File: src/mse_pkg.sv
// shared types, opcode constants and decode helpers for the execute unit
`default_nettype none

package mse_pkg;

    localparam logic [5:0] OPC_SPECIAL = 6'h00;
    localparam logic [5:0] OPC_J       = 6'h02;
    localparam logic [5:0] OPC_ADDIU   = 6'h09;
    localparam logic [5:0] OPC_ORI     = 6'h0D;
    localparam logic [5:0] OPC_LUI     = 6'h0F;
    localparam logic [5:0] OPC_SW      = 6'h2B;
    localparam logic [5:0] FN_SLL      = 6'h00;
    localparam logic [5:0] FN_OR       = 6'h25;

    localparam logic [1:0] ST_DONE     = 2'd0;
    localparam logic [1:0] ST_UNIMPL   = 2'd1;
    localparam logic [1:0] ST_RESERVED = 2'd2;
    localparam logic [1:0] ST_BADFUNC  = 2'd3;

    // bit n set when opcode n is reserved
    localparam logic [63:0] RESERVED_MASK = 64'hF0F0_B080_FFF0_0000;

    localparam int DEC_QUEUE_DEPTH = 2;
    localparam int RES_QUEUE_DEPTH = 2;

    localparam int REG_COUNT = 32;
    localparam int REG_AW    = 5;

    typedef enum logic [2:0] {
        OP_LUI,
        OP_ORI,
        OP_ADD_IMM,
        OP_SW,
        OP_J,
        OP_SLL,
        OP_OR,
        OP_FAULT
    } t_op;

    typedef struct packed {
        t_op                op;
        logic [1:0]         status;
        logic [REG_AW-1:0]  rs;
        logic [REG_AW-1:0]  rt;
        logic [REG_AW-1:0]  dst;
        logic [15:0]        imm;
        logic [4:0]         shamt;
        logic [31:0]        jump_target;
    } t_dec;

    typedef struct packed {
        logic [1:0]  status;
        logic        jump_taken;
        logic [31:0] jump_target;
        logic        store_valid;
        logic [31:0] store_address;
        logic [31:0] store_data;
    } t_res;

    function automatic logic op_writes_reg(input t_op op);
        return (op == OP_LUI) || (op == OP_ORI) || (op == OP_ADD_IMM) ||
               (op == OP_SLL) || (op == OP_OR);
    endfunction

endpackage

`default_nettype wire

File: src/mse_queue.sv
// small first-in first-out queue built from flip-flops
`default_nettype none

module mse_queue
    import mse_pkg::*;
#(
    parameter int WIDTH = 8,
    parameter int DEPTH = DEC_QUEUE_DEPTH
) (
    input  wire logic             i_clk,
    input  wire logic             i_rst_n,
    input  wire logic             i_push,
    input  wire logic [WIDTH-1:0] i_wdata,
    output logic                  o_full,
    input  wire logic             i_pop,
    output logic [WIDTH-1:0]      o_rdata,
    output logic                  o_empty
);

    localparam int PW = (DEPTH > 1) ? $clog2(DEPTH) : 1;
    localparam int CW = $clog2(DEPTH + 1);

    logic [WIDTH-1:0] r_mem [DEPTH];
    logic [PW-1:0]    r_wr_ptr, n_wr_ptr;
    logic [PW-1:0]    r_rd_ptr, n_rd_ptr;
    logic [CW-1:0]    r_count,  n_count;
    logic             do_push, do_pop;

    assign o_full  = (r_count == CW'(DEPTH));
    assign o_empty = (r_count == '0);
    assign o_rdata = r_mem[r_rd_ptr];
    assign do_push = i_push && !o_full;
    assign do_pop  = i_pop && !o_empty;

    always_comb begin
        n_wr_ptr = r_wr_ptr;
        n_rd_ptr = r_rd_ptr;
        n_count  = r_count;
        if (do_push) begin
            n_wr_ptr = (r_wr_ptr == PW'(DEPTH - 1)) ? '0 : r_wr_ptr + 1'b1;
        end
        if (do_pop) begin
            n_rd_ptr = (r_rd_ptr == PW'(DEPTH - 1)) ? '0 : r_rd_ptr + 1'b1;
        end
        if (do_push && !do_pop) begin
            n_count = r_count + 1'b1;
        end else if (do_pop && !do_push) begin
            n_count = r_count - 1'b1;
        end
    end

    always_ff @(posedge i_clk) begin
        if (!i_rst_n) begin
            r_wr_ptr <= '0;
            r_rd_ptr <= '0;
            r_count  <= '0;
        end else begin
            r_wr_ptr <= n_wr_ptr;
            r_rd_ptr <= n_rd_ptr;
            r_count  <= n_count;
        end
    end

    always_ff @(posedge i_clk) begin
        if (do_push) begin
            r_mem[r_wr_ptr] <= i_wdata;
        end
    end

endmodule

`default_nettype wire

File: src/mse_front.sv
// front end: instruction decode and fault classification
`default_nettype none

module mse_front
    import mse_pkg::*;
(
    input  wire logic [31:0] i_instruction_word,
    input  wire logic [31:0] i_current_pc,
    output t_dec             o_dec
);

    logic [5:0] opc;
    logic [5:0] func;

    assign opc  = i_instruction_word[31:26];
    assign func = i_instruction_word[5:0];

    always_comb begin
        o_dec             = '0;
        o_dec.op          = OP_FAULT;
        o_dec.status      = ST_DONE;
        o_dec.rs          = i_instruction_word[25:21];
        o_dec.rt          = i_instruction_word[20:16];
        o_dec.dst         = i_instruction_word[20:16];
        o_dec.imm         = i_instruction_word[15:0];
        o_dec.shamt       = i_instruction_word[10:6];
        o_dec.jump_target = '0;
        unique case (opc)
            OPC_LUI:   o_dec.op = OP_LUI;
            OPC_ORI:   o_dec.op = OP_ORI;
            OPC_ADDIU: o_dec.op = OP_ADD_IMM;
            OPC_SW:    o_dec.op = OP_SW;
            OPC_J: begin
                o_dec.op          = OP_J;
                o_dec.jump_target = {i_current_pc[31:28], i_instruction_word[25:0], 2'b00};
            end
            OPC_SPECIAL: begin
                o_dec.dst = i_instruction_word[15:11];
                if (func == FN_SLL) begin
                    o_dec.op = OP_SLL;
                end else if (func == FN_OR) begin
                    o_dec.op = OP_OR;
                end else begin
                    o_dec.status = ST_BADFUNC;
                end
            end
            default: begin
                o_dec.status = RESERVED_MASK[opc] ? ST_RESERVED : ST_UNIMPL;
            end
        endcase
    end

endmodule

`default_nettype wire

File: src/mse_back.sv
// back end: register file read, execute and write back
`default_nettype none

module mse_back
    import mse_pkg::*;
(
    input  wire logic i_clk,
    input  wire logic i_rst_n,
    input  wire t_dec i_dec,
    input  wire logic i_dec_empty,
    output logic      o_dec_pop,
    output t_res      o_res,
    output logic      o_res_push,
    input  wire logic i_res_full
);

    logic [31:0]          r_regs [REG_COUNT];
    logic [REG_COUNT-1:0] r_valid;

    logic        r_ex_vld;
    t_dec        r_ex;
    logic [31:0] r_rd_a, r_rd_b;
    logic        r_hit_a, r_hit_b;
    logic        r_fwd_a, r_fwd_b;
    logic [31:0] r_fwd_data;

    logic        advance;
    logic        load;
    logic [31:0] val_a, val_b;
    logic [31:0] sext_imm;
    logic [31:0] wr_data;
    logic        wr_en;
    logic [REG_AW-1:0] wr_addr;

    assign advance   = r_ex_vld && !i_res_full;
    assign load      = !r_ex_vld || advance;
    assign o_dec_pop = load && !i_dec_empty;

    // operand select: same-cycle write bypass, then stored word, else reset zero
    assign val_a = r_fwd_a ? r_fwd_data : (r_hit_a ? r_rd_a : '0);
    assign val_b = r_fwd_b ? r_fwd_data : (r_hit_b ? r_rd_b : '0);
    assign sext_imm = {{16{r_ex.imm[15]}}, r_ex.imm};

    always_comb begin
        unique case (r_ex.op)
            OP_LUI:     wr_data = {r_ex.imm, 16'h0000};
            OP_ORI:     wr_data = val_a | {16'h0000, r_ex.imm};
            OP_ADD_IMM: wr_data = val_a + sext_imm;
            OP_SLL:     wr_data = val_b << r_ex.shamt;
            OP_OR:      wr_data = val_a | val_b;
            default:    wr_data = '0;
        endcase
    end

    assign wr_addr = r_ex.dst;
    assign wr_en   = advance && op_writes_reg(r_ex.op) && (r_ex.dst != '0);

    always_comb begin
        o_res             = '0;
        o_res.status      = r_ex.status;
        o_res.jump_taken  = (r_ex.op == OP_J);
        o_res.jump_target = r_ex.jump_target;
        if (r_ex.op == OP_SW) begin
            o_res.store_valid   = 1'b1;
            o_res.store_address = val_a + sext_imm;
            o_res.store_data    = val_b;
        end
    end
    assign o_res_push = advance;

    always_ff @(posedge i_clk) begin
        if (!i_rst_n) begin
            r_ex_vld <= 1'b0;
            r_valid  <= '0;
        end else begin
            if (load) begin
                r_ex_vld <= !i_dec_empty;
            end
            if (wr_en) begin
                r_valid[wr_addr] <= 1'b1;
            end
        end
    end

    always_ff @(posedge i_clk) begin
        if (wr_en) begin
            r_regs[wr_addr] <= wr_data;
        end
        if (o_dec_pop) begin
            r_ex       <= i_dec;
            r_rd_a     <= r_regs[i_dec.rs];
            r_rd_b     <= r_regs[i_dec.rt];
            r_hit_a    <= r_valid[i_dec.rs];
            r_hit_b    <= r_valid[i_dec.rt];
            r_fwd_a    <= wr_en && (wr_addr == i_dec.rs);
            r_fwd_b    <= wr_en && (wr_addr == i_dec.rt);
            r_fwd_data <= wr_data;
        end
    end

    a_no_zero_write: assert property (@(posedge i_clk) disable iff (!i_rst_n)
        wr_en |-> (wr_addr != '0))
        else $error("write to register zero");

    a_fault_no_write: assert property (@(posedge i_clk) disable iff (!i_rst_n)
        (r_ex_vld && r_ex.status != ST_DONE) |-> !wr_en)
        else $error("faulting instruction wrote a register");

    a_stall_holds: assert property (@(posedge i_clk) disable iff (!i_rst_n)
        (r_ex_vld && i_res_full) |=> (r_ex_vld && $stable(r_ex)))
        else $error("execute stage changed while stalled");

    a_pop_when_free: assert property (@(posedge i_clk) disable iff (!i_rst_n)
        o_dec_pop |-> (!r_ex_vld || !i_res_full))
        else $error("decode queue popped while execute stage blocked");

endmodule

`default_nettype wire

File: src/mips_subset_execute_unit.sv
// top level of the mips subset execute unit
// Usage:
//   Input channel: drive i_instruction_word and i_current_pc with push high;
//   the request is taken at a rising edge where push is high and full is low.
//   Result channel: while empty is low the oldest result sits on the o_ ports;
//   it is taken at a rising edge where pop is high and empty is low.
//   Every request gives exactly one result, in order.
//   Path: a request passes the decode queue, then register file read,
//   then execute into result queue, each step registered.
//   Throughput: one request per cycle unless a stall holds it; register
//   file read and execute are separate registered steps, with same-cycle
//   write bypass so back-to-back dependent instructions need no stall.
//   Stalls: when pop stays low the result queue fills, the execute stage
//   holds, then the decode queue fills and full rises.
//   Reset: synchronous, active low on i_rst_n; queues empty and every
//   register reads as zero right away through its cleared valid bit.
`default_nettype none

module mips_subset_execute_unit
    import mse_pkg::*;
#(
    parameter int DEC_DEPTH = DEC_QUEUE_DEPTH,
    parameter int RES_DEPTH = RES_QUEUE_DEPTH
) (
    input  wire logic        i_clk,
    input  wire logic        i_rst_n,
    input  wire logic        push,
    output logic             full,
    input  wire logic [31:0] i_instruction_word,
    input  wire logic [31:0] i_current_pc,
    input  wire logic        pop,
    output logic             empty,
    output logic [1:0]       o_status,
    output logic             o_jump_taken,
    output logic [31:0]      o_jump_target,
    output logic             o_store_valid,
    output logic [31:0]      o_store_address,
    output logic [31:0]      o_store_data
);

    localparam int DEC_W = $bits(t_dec);
    localparam int RES_W = $bits(t_res);

    t_dec             dec_in;
    logic [DEC_W-1:0] dec_q;
    logic             dec_empty;
    logic             dec_pop;
    t_res             res_in;
    logic [RES_W-1:0] res_q;
    logic             res_push;
    logic             res_full;
    t_res             res_out;

    mse_front u_front (
        .i_instruction_word (i_instruction_word),
        .i_current_pc       (i_current_pc),
        .o_dec              (dec_in)
    );

    mse_queue #(
        .WIDTH (DEC_W),
        .DEPTH (DEC_DEPTH)
    ) u_dec_queue (
        .i_clk   (i_clk),
        .i_rst_n (i_rst_n),
        .i_push  (push),
        .i_wdata (dec_in),
        .o_full  (full),
        .i_pop   (dec_pop),
        .o_rdata (dec_q),
        .o_empty (dec_empty)
    );

    mse_back u_back (
        .i_clk       (i_clk),
        .i_rst_n     (i_rst_n),
        .i_dec       (t_dec'(dec_q)),
        .i_dec_empty (dec_empty),
        .o_dec_pop   (dec_pop),
        .o_res       (res_in),
        .o_res_push  (res_push),
        .i_res_full  (res_full)
    );

    mse_queue #(
        .WIDTH (RES_W),
        .DEPTH (RES_DEPTH)
    ) u_res_queue (
        .i_clk   (i_clk),
        .i_rst_n (i_rst_n),
        .i_push  (res_push),
        .i_wdata (res_in),
        .o_full  (res_full),
        .i_pop   (pop),
        .o_rdata (res_q),
        .o_empty (empty)
    );

    assign res_out         = t_res'(res_q);
    assign o_status        = res_out.status;
    assign o_jump_taken    = res_out.jump_taken;
    assign o_jump_target   = res_out.jump_target;
    assign o_store_valid   = res_out.store_valid;
    assign o_store_address = res_out.store_address;
    assign o_store_data    = res_out.store_data;

endmodule

`default_nettype wire
File: config.mk
export PLATFORM = sky130hd
export DESIGN_NAME = mips_subset_execute_unit
export DESIGN_NICKNAME = d
export VERILOG_FILES = /design/src/mse_pkg.sv /design/src/mse_queue.sv /design/src/mse_front.sv /design/src/mse_back.sv /design/src/mips_subset_execute_unit.sv
export SDC_FILE = /design/constraint.sdc
export NUM_CORES = 2
export LEC_CHECK = 0
export BUFFER_PORTS_ARGS = -buffer_cell sky130_fd_sc_hd__buf_2
export CAP_MARGIN = 20
export CORE_MARGIN = 1.5
export CORE_UTILIZATION = 40
export DETAILED_ROUTE_END_ITERATION = 16
export HOLD_SLACK_MARGIN = 0.12
export PLACE_DENSITY_LB_ADDON = 0.2
export REMOVE_ABC_BUFFERS = 1
export SETUP_SLACK_MARGIN = 0.15
export SLEW_MARGIN = 30
export SYNTH_ARGS = -nofsm -noshare
export SYNTH_HDL_FRONTEND = slang
export SYNTH_SLANG_ARGS = --single-unit
export TNS_END_PERCENT = 100
File: constraint.sdc
create_clock -name i_clk -period 13.21 [get_ports i_clk]
set_clock_uncertainty 0.15 [all_clocks]
set_input_delay 3.963 -clock i_clk [delete_from_list [all_inputs] [get_ports i_clk]]
set_output_delay 3.963 -clock i_clk [all_outputs]
set_load 0.005 [all_outputs]
-- Yosys cells after proc, flatten, opt, wreduce, memory -nomap -nowiden
Memories as Yosys holds them, arrays and structs flattened. A register that Yosys moved wholly into a read port is not among the register bits.
Index checks and enable logic that the tools add are counted.
- bits of input ports: 68
- bits in read-only memories: 64
- logic and storage cells: 135
- output and inout bits: 102
- memory bits (writable): 1370
- bits in registers: 140
- memories: 4
- $lt $le $gt $ge: 5
- add/sub/neg operators: 9
- shifts and indexed selects: 1
- multiplexer cells: 40
- equality and inequality tests: 16
- reductions and logical operators: 38
- bitwise gates (word level): 3
- memory list (memory ; words ; width ; read ports ; clocked after memory_dff ; write ports ; line ; text):
    u_back.r_regs ; 32 ; 32 ; 2 ; 2 ; 1 ; mse_back.sv:17 ; logic [31:0] r_regs [REG_COUNT];
    u_res_queue.r_mem ; 2 ; 100 ; 1 ; 1 ; 1 ; mse_queue.sv:23 ; logic [WIDTH-1:0] r_mem [DEPTH];
    u_dec_queue.r_mem ; 2 ; 73 ; 1 ; 1 ; 1 ; mse_queue.sv:23 ;
    (name not given) ; 64 ; 1 ; 1 ; 0 ; 0 ; mse_front.sv:48 ; o_dec.status = RESERVED_MASK[opc] ? ST_RESERVED : ST_UNIMPL;
- operator list (operator ; count):
    two-way mux 32 bit ; 5
    case mux 32 bit (5 select lines) ; 1
    two-way mux 65 bit ; 1
    bitwise OR 32 bit ; 2
    adder 32 bit ; 1
    bitwise OR 32 x 16 -> 32 bit ; 1
    << shifter 32 x 5 -> 32 bit ; 1
    two-way mux 1 bit ; 19
    equality test 6 x 4 -> 1 bit (second input constant) ; 3
    less-than comparator 5 x 6 -> 1 bit (second input constant) ; 3
    case mux 3 bit (6 select lines) ; 1
    logical AND 1 bit ; 15
    two-way mux 2 bit ; 7
    equality test 6 bit (second input constant) ; 2
    logical NOT 6 bit ; 2
    binary-select mux 1 bit (select 5 bit) ; 2
    equality test 5 bit ; 2
    equality test 3 bit (second input constant) ; 3
    logical NOT 1 bit ; 9
    less-than comparator 6 x 7 -> 1 bit (second input constant) ; 1
    equality test 3 x 2 -> 1 bit (second input constant) ; 2
    equality test 6 x 2 -> 1 bit (second input constant) ; 1
    demux 1 bit (select 5 bit) ; 1
    greater-or-equal comparator 5 x 1 -> 1 bit (second input constant) ; 1
    other kinds (14) ; 26

-- Longest topological paths before layout
- depth after elaboration: 9
- depth in mapped cells: 15
- depth with buffers taken out: 13

-- By module
From an unflattened synthesis, not the netlist that was laid out.
- cell total of the unflattened synthesis: 3831
- area total of the unflattened synthesis: 73215.2 sq um
- modules (own cells, without submodules) (module ; instances ; sequential area each (sq um) ; area each (sq um) ; cells each):
    mse_back ; 1 ; 36304.8 ; 59469.5 ; 3132
    mse_queue (u_res_queue) ; 1 ; 6105.9 ; 7445.9 ; 336
    mse_queue (u_dec_queue) ; 1 ; 4484.3 ; 5524.0 ; 252
    mse_front ; 1 ; 0.0 ; 775.7 ; 111

-- Worst setup path before layout
No wires, ideal clock.
- kind: input port to flip-flop
- start point: input port push
- end point: memory u_dec_queue.r_mem[0][10] (netlist name) (enable)
- slack: 5750 ps
- path buffers: 0
- stages: 2
- setup time: 492 ps
- required time: 12568 ps
- arrival time: 6818 ps
- cell sequence: nand2_1 -> nor2_1
- cells in the longest elaborated chain, start to end: 3
- RTL lines (element ; line ; text):
    start, declared ; mips_subset_execute_unit.sv:27 ; input wire logic push,
    logical AND 1 bit ; mse_queue.sv:32 ; assign do_push = i_push && !o_full;
    two-way mux 1 bit ; mse_queue.sv:65 ; if (do_push) begin
    two-way mux 1 bit (not written as such) ; mse_queue.sv:66 ; r_mem[r_wr_ptr] <= i_wdata;
    end, declared ; mse_queue.sv:23 ;
Every way passes these cells.

==> metrics.csv <==
stage,metric,value,unit
setup_path,critical path peak fanout,50,
setup_path,Crit path largest cell delay,0.84,ns
global_routing,first-pass GRT wire length,309.9,mm
placed_design,Post-Place Cells,6832,
sta,Final Cycle Share,54.20,%
global_routing,number of global-route vias before repair,42925,
floorplanning,Initial Util,40.23,%
synth,Netlist Area Pre-Place,71780,µm²
global_routing,initial antenna violation count,3,
cells_and_area,Layout Cells excl Fill,7127,
synth,asr flop ratio synth,0,%
sta,Final WS setup,6.050,ns
cells_and_area,area grow syn2layout,13.01,%
clocking,clk slew on worst S/H paths,0.06,ns
clocking,CTS H-tree lvls,4,
routing,DR vias,43382,
setup_path,"Buf+Inv Stages, Crit Path",2,
synth,"FF+latch count, synth",1551,
sta,worst-margin pin slew,1.061,ns
power,static leakage,27.52,nW
setup_path,CP Cell Sequence,buf_4 -> mux2_2 -> buf_2,
sta,final hold viol count,0,
setup_path,CP Data Arrival Time,3.05,ns
placed_design,Placer Congestion,0.9156,
synth,ys flop type,edfxtp_1,
routing,Detailed Route Iter0 Violations,5035,
synth,Synth cell types,73,
placed_design,IO buf count,139,
global_routing,All-Layer GR Usage,23.94,%
floorplanning,row cnt,155,
floorplanning,Die Y,426.6,µm
synth,most area-hungry cell type in the Yosys netlist,edfxtp_1,
clocking,Clock Path Buffers,3,
clocking,clk root buf,clkbuf_16,
cells_and_area,share of cells above drive strength 1,27.16,%
power,VDD IR max,0.0001848,V
synth,"Seq/Total Area, Yosys",64.28,%
setup_path,CP max stage cell,dfxtp_4,
synth,Ys Warns,0,
sta,# setup viols final,0,
clocking,Clock Latency Late Sink,0.84,ns
floorplanning,Die Width,426.6,µm
setup_path,Crit Path Category,register to output pin,
clocking,post-CTS sizing,0,
placed_design,Final HPWL DP,119.4,mm
synth,Post-synth EDFFs,1508,
status,status,completed,
floorplanning,die area,182000,µm²
job,max cap viols,0,
routing,Vias/cell,6.087,
routing,Avg WL per Cell,30.69,µm
synth,syn_area_per_cell,16.01,µm²
clocking,Clock Sinks,1551,
synth,Synth area leaders,"edfxtp_1 63%, mux4_2 17%, nand2_1 3.5%, mux2_2 2.7%, nand3_1 2.4%",
synth,Post-Synthesis Cells,4483,
cells_and_area,"Design Area, Final",81120,µm²
power,Pwr per Cell Area,228.5,nW/µm²
synth,top-area cell type share of the netlist area,63.08,%
clocking,CTS tree,done,
sta,fmax,139.7,MHz
cells_and_area,"commonest non-fill, non-tap cell in the layout",edfxtp_1,
routing,DRT Wirelength,218.7,mm
cells_and_area,Final Util,45.47,%
cells_and_area,"commonest non-fill, non-tap cells in the layout","1508 x edfxtp_1, 678 x nand2_1, 541 x mux4_2",
setup_path,Worst Setup Start Kind,register,
placed_design,dpl cell area,75990,µm²
routing,drt drc,0,
sta,Tmin final,7.160,ns
placed_design,worst slack after detailed placement,6.810,ns
setup_path,CP required,9.10,ns
sta,Setup TNS,0,ns
routing,remaining antenna violation count,0,
setup_path,Top delay family on crit path,flip-flops,
clocking,hold_buf cts,0,
sta,RSZ-0062 raised after global routing,false,
clocking,CTS buffer count,159,
setup_path,CP endpoint kind,output pin,
cells_and_area,Fillers,15414,
sta,max-slew violations,0,
clocking,Post-CTS Setup Inserts,0,
routing,DRT Pass-1 Iters,6,
global_routing,largest net degree at the start of global routing,133,
cells_and_area,ANT cells,0,
sta,relative slew slack,29.30,%
global_routing,GRT Residual Overflow,0,
cells_and_area,# nets final,4759,
floorplanning,core area,178400,µm²
worst_hold_path,worst min path class,register to register,
floorplanning,IO Pins,170,
==> report_power, final <==
group | leakage [nW] | internal, mW | switching, mW
clock | 2.47 | 2.49 | 1.94
combinational | 10.7 | 2.47 | 4.56
sequential | 14.4 | 6.76 | 0.322
==> stage by stage <==
step	power, mW	hold WS (ns)
6_report	18.54	0.2947
5_1_grt	19.32	0.3107
4_1_cts	18.59	0.2986
3_5_place_dp	14.16	0.2846
3_3_place_gp	14.09	0.2724
2_1_floorplan	13.17	0.2715
==> layer usage <==
layer | wire length (µm) | share of wire, % | GRT usage (%) | up-vias
met5 | 0 | 0 | 0 | -
met4 | 7208 | 3.3 | 7.861 | 0
met3 | 16310 | 7.5 | 4.181 | 338
met2 | 107000 | 49 | 39.92 | 1850
met1 | 88200 | 40 | 31.78 | 23151
li1 | - | - | - | 18043
==> flip-flops by register name, indices dropped and copies added, names as in the netlist, named ones only <==
| signal | flops |
|---|---|
| u_res_queue.r_count | 2 |
| u_back.r_regs | 1024 |
| u_back.r_valid | 32 |
| u_dec_queue.r_wr_ptr | 1 |
| u_back.r_fwd_data | 32 |
| u_back.r_ex_vld | 1 |
| u_back.r_rd_a | 32 |
| u_dec_queue.r_count | 2 |
| u_dec_queue.r_mem | 132 |
| u_back.r_ex | 19 |
| u_back.r_fwd_a | 1 |
| u_back.r_fwd_b | 1 |
| u_res_queue.r_rd_ptr | 1 |
| u_back.r_hit_b | 1 |
| u_back.r_rd_b | 32 |
| u_back.wr_addr | 5 |
| u_dec_queue.r_rd_ptr | 1 |
| u_back.o_res | 32 |
| u_res_queue.r_wr_ptr | 1 |
| u_res_queue.r_mem | 196 |
| u_back.r_hit_a | 1 |
==> worst paths after layout <==
path	start	end	slack (ns)	depth (start not counted)
hold reg to reg	u_back.o_res[79]	u_res_queue.r_mem[1][79]	0.29	0
setup / recovery	register	o_store_address[7]	6.05	3
hold / removal	u_back.o_res[79]	u_res_queue.r_mem[1][79]	0.29	0
setup reg to reg	u_back.r_fwd_a	u_back.r_regs[18][28]	7.47	15
==> Yosys cell counts (17+ instances only) <==
cell	number
o21ai_0	23
a21oi_1	97
inv_1	59
and2_1	17
nor2_1	140
ha_1	50
buf_1	29
edfxtp_1	1508
o21ai_1	83
o21a_1	35
nand3_1	344
o221ai_1	18
dfxtp_1	43
mux4_2	541
mux2_2	170
nand2_1	678
xor2_1	17
a22oi_1	52
buf_2	82
and3_1	38
clkbuf_1	185
xnor2_1	27
mux2i_1	68
==> area by class of cell <==
cell class                 count  area, µm²  share of cell area [%]
timing repair buffer         274       1903                   2.346
inverter                      62      240.2                  0.2961
tap                         2355       2947                   3.632
clock inverter                89      910.9                   1.123
multi-input combinational   2592      24800                   30.57
sequential                  1551      46150                   56.89
clock buffer                 204       4169                   5.139
==> kinds of logic (layout without fill, tap and decap cells) <==
family          count (synthesis)  in the layout  synth area share (%)
flops                        1551           1551                 64.28
compound gates                407            407                 3.803
xor+xnor                       44             44                0.5368
buf+inv                       373            629                 2.187
fa+ha+maj                      51             51                0.8994
other cells                     1             34              0.005224
simple gates                 1277           1277                 7.697
mux                           779            779                 20.59
(Power assumes the default switching activity.)
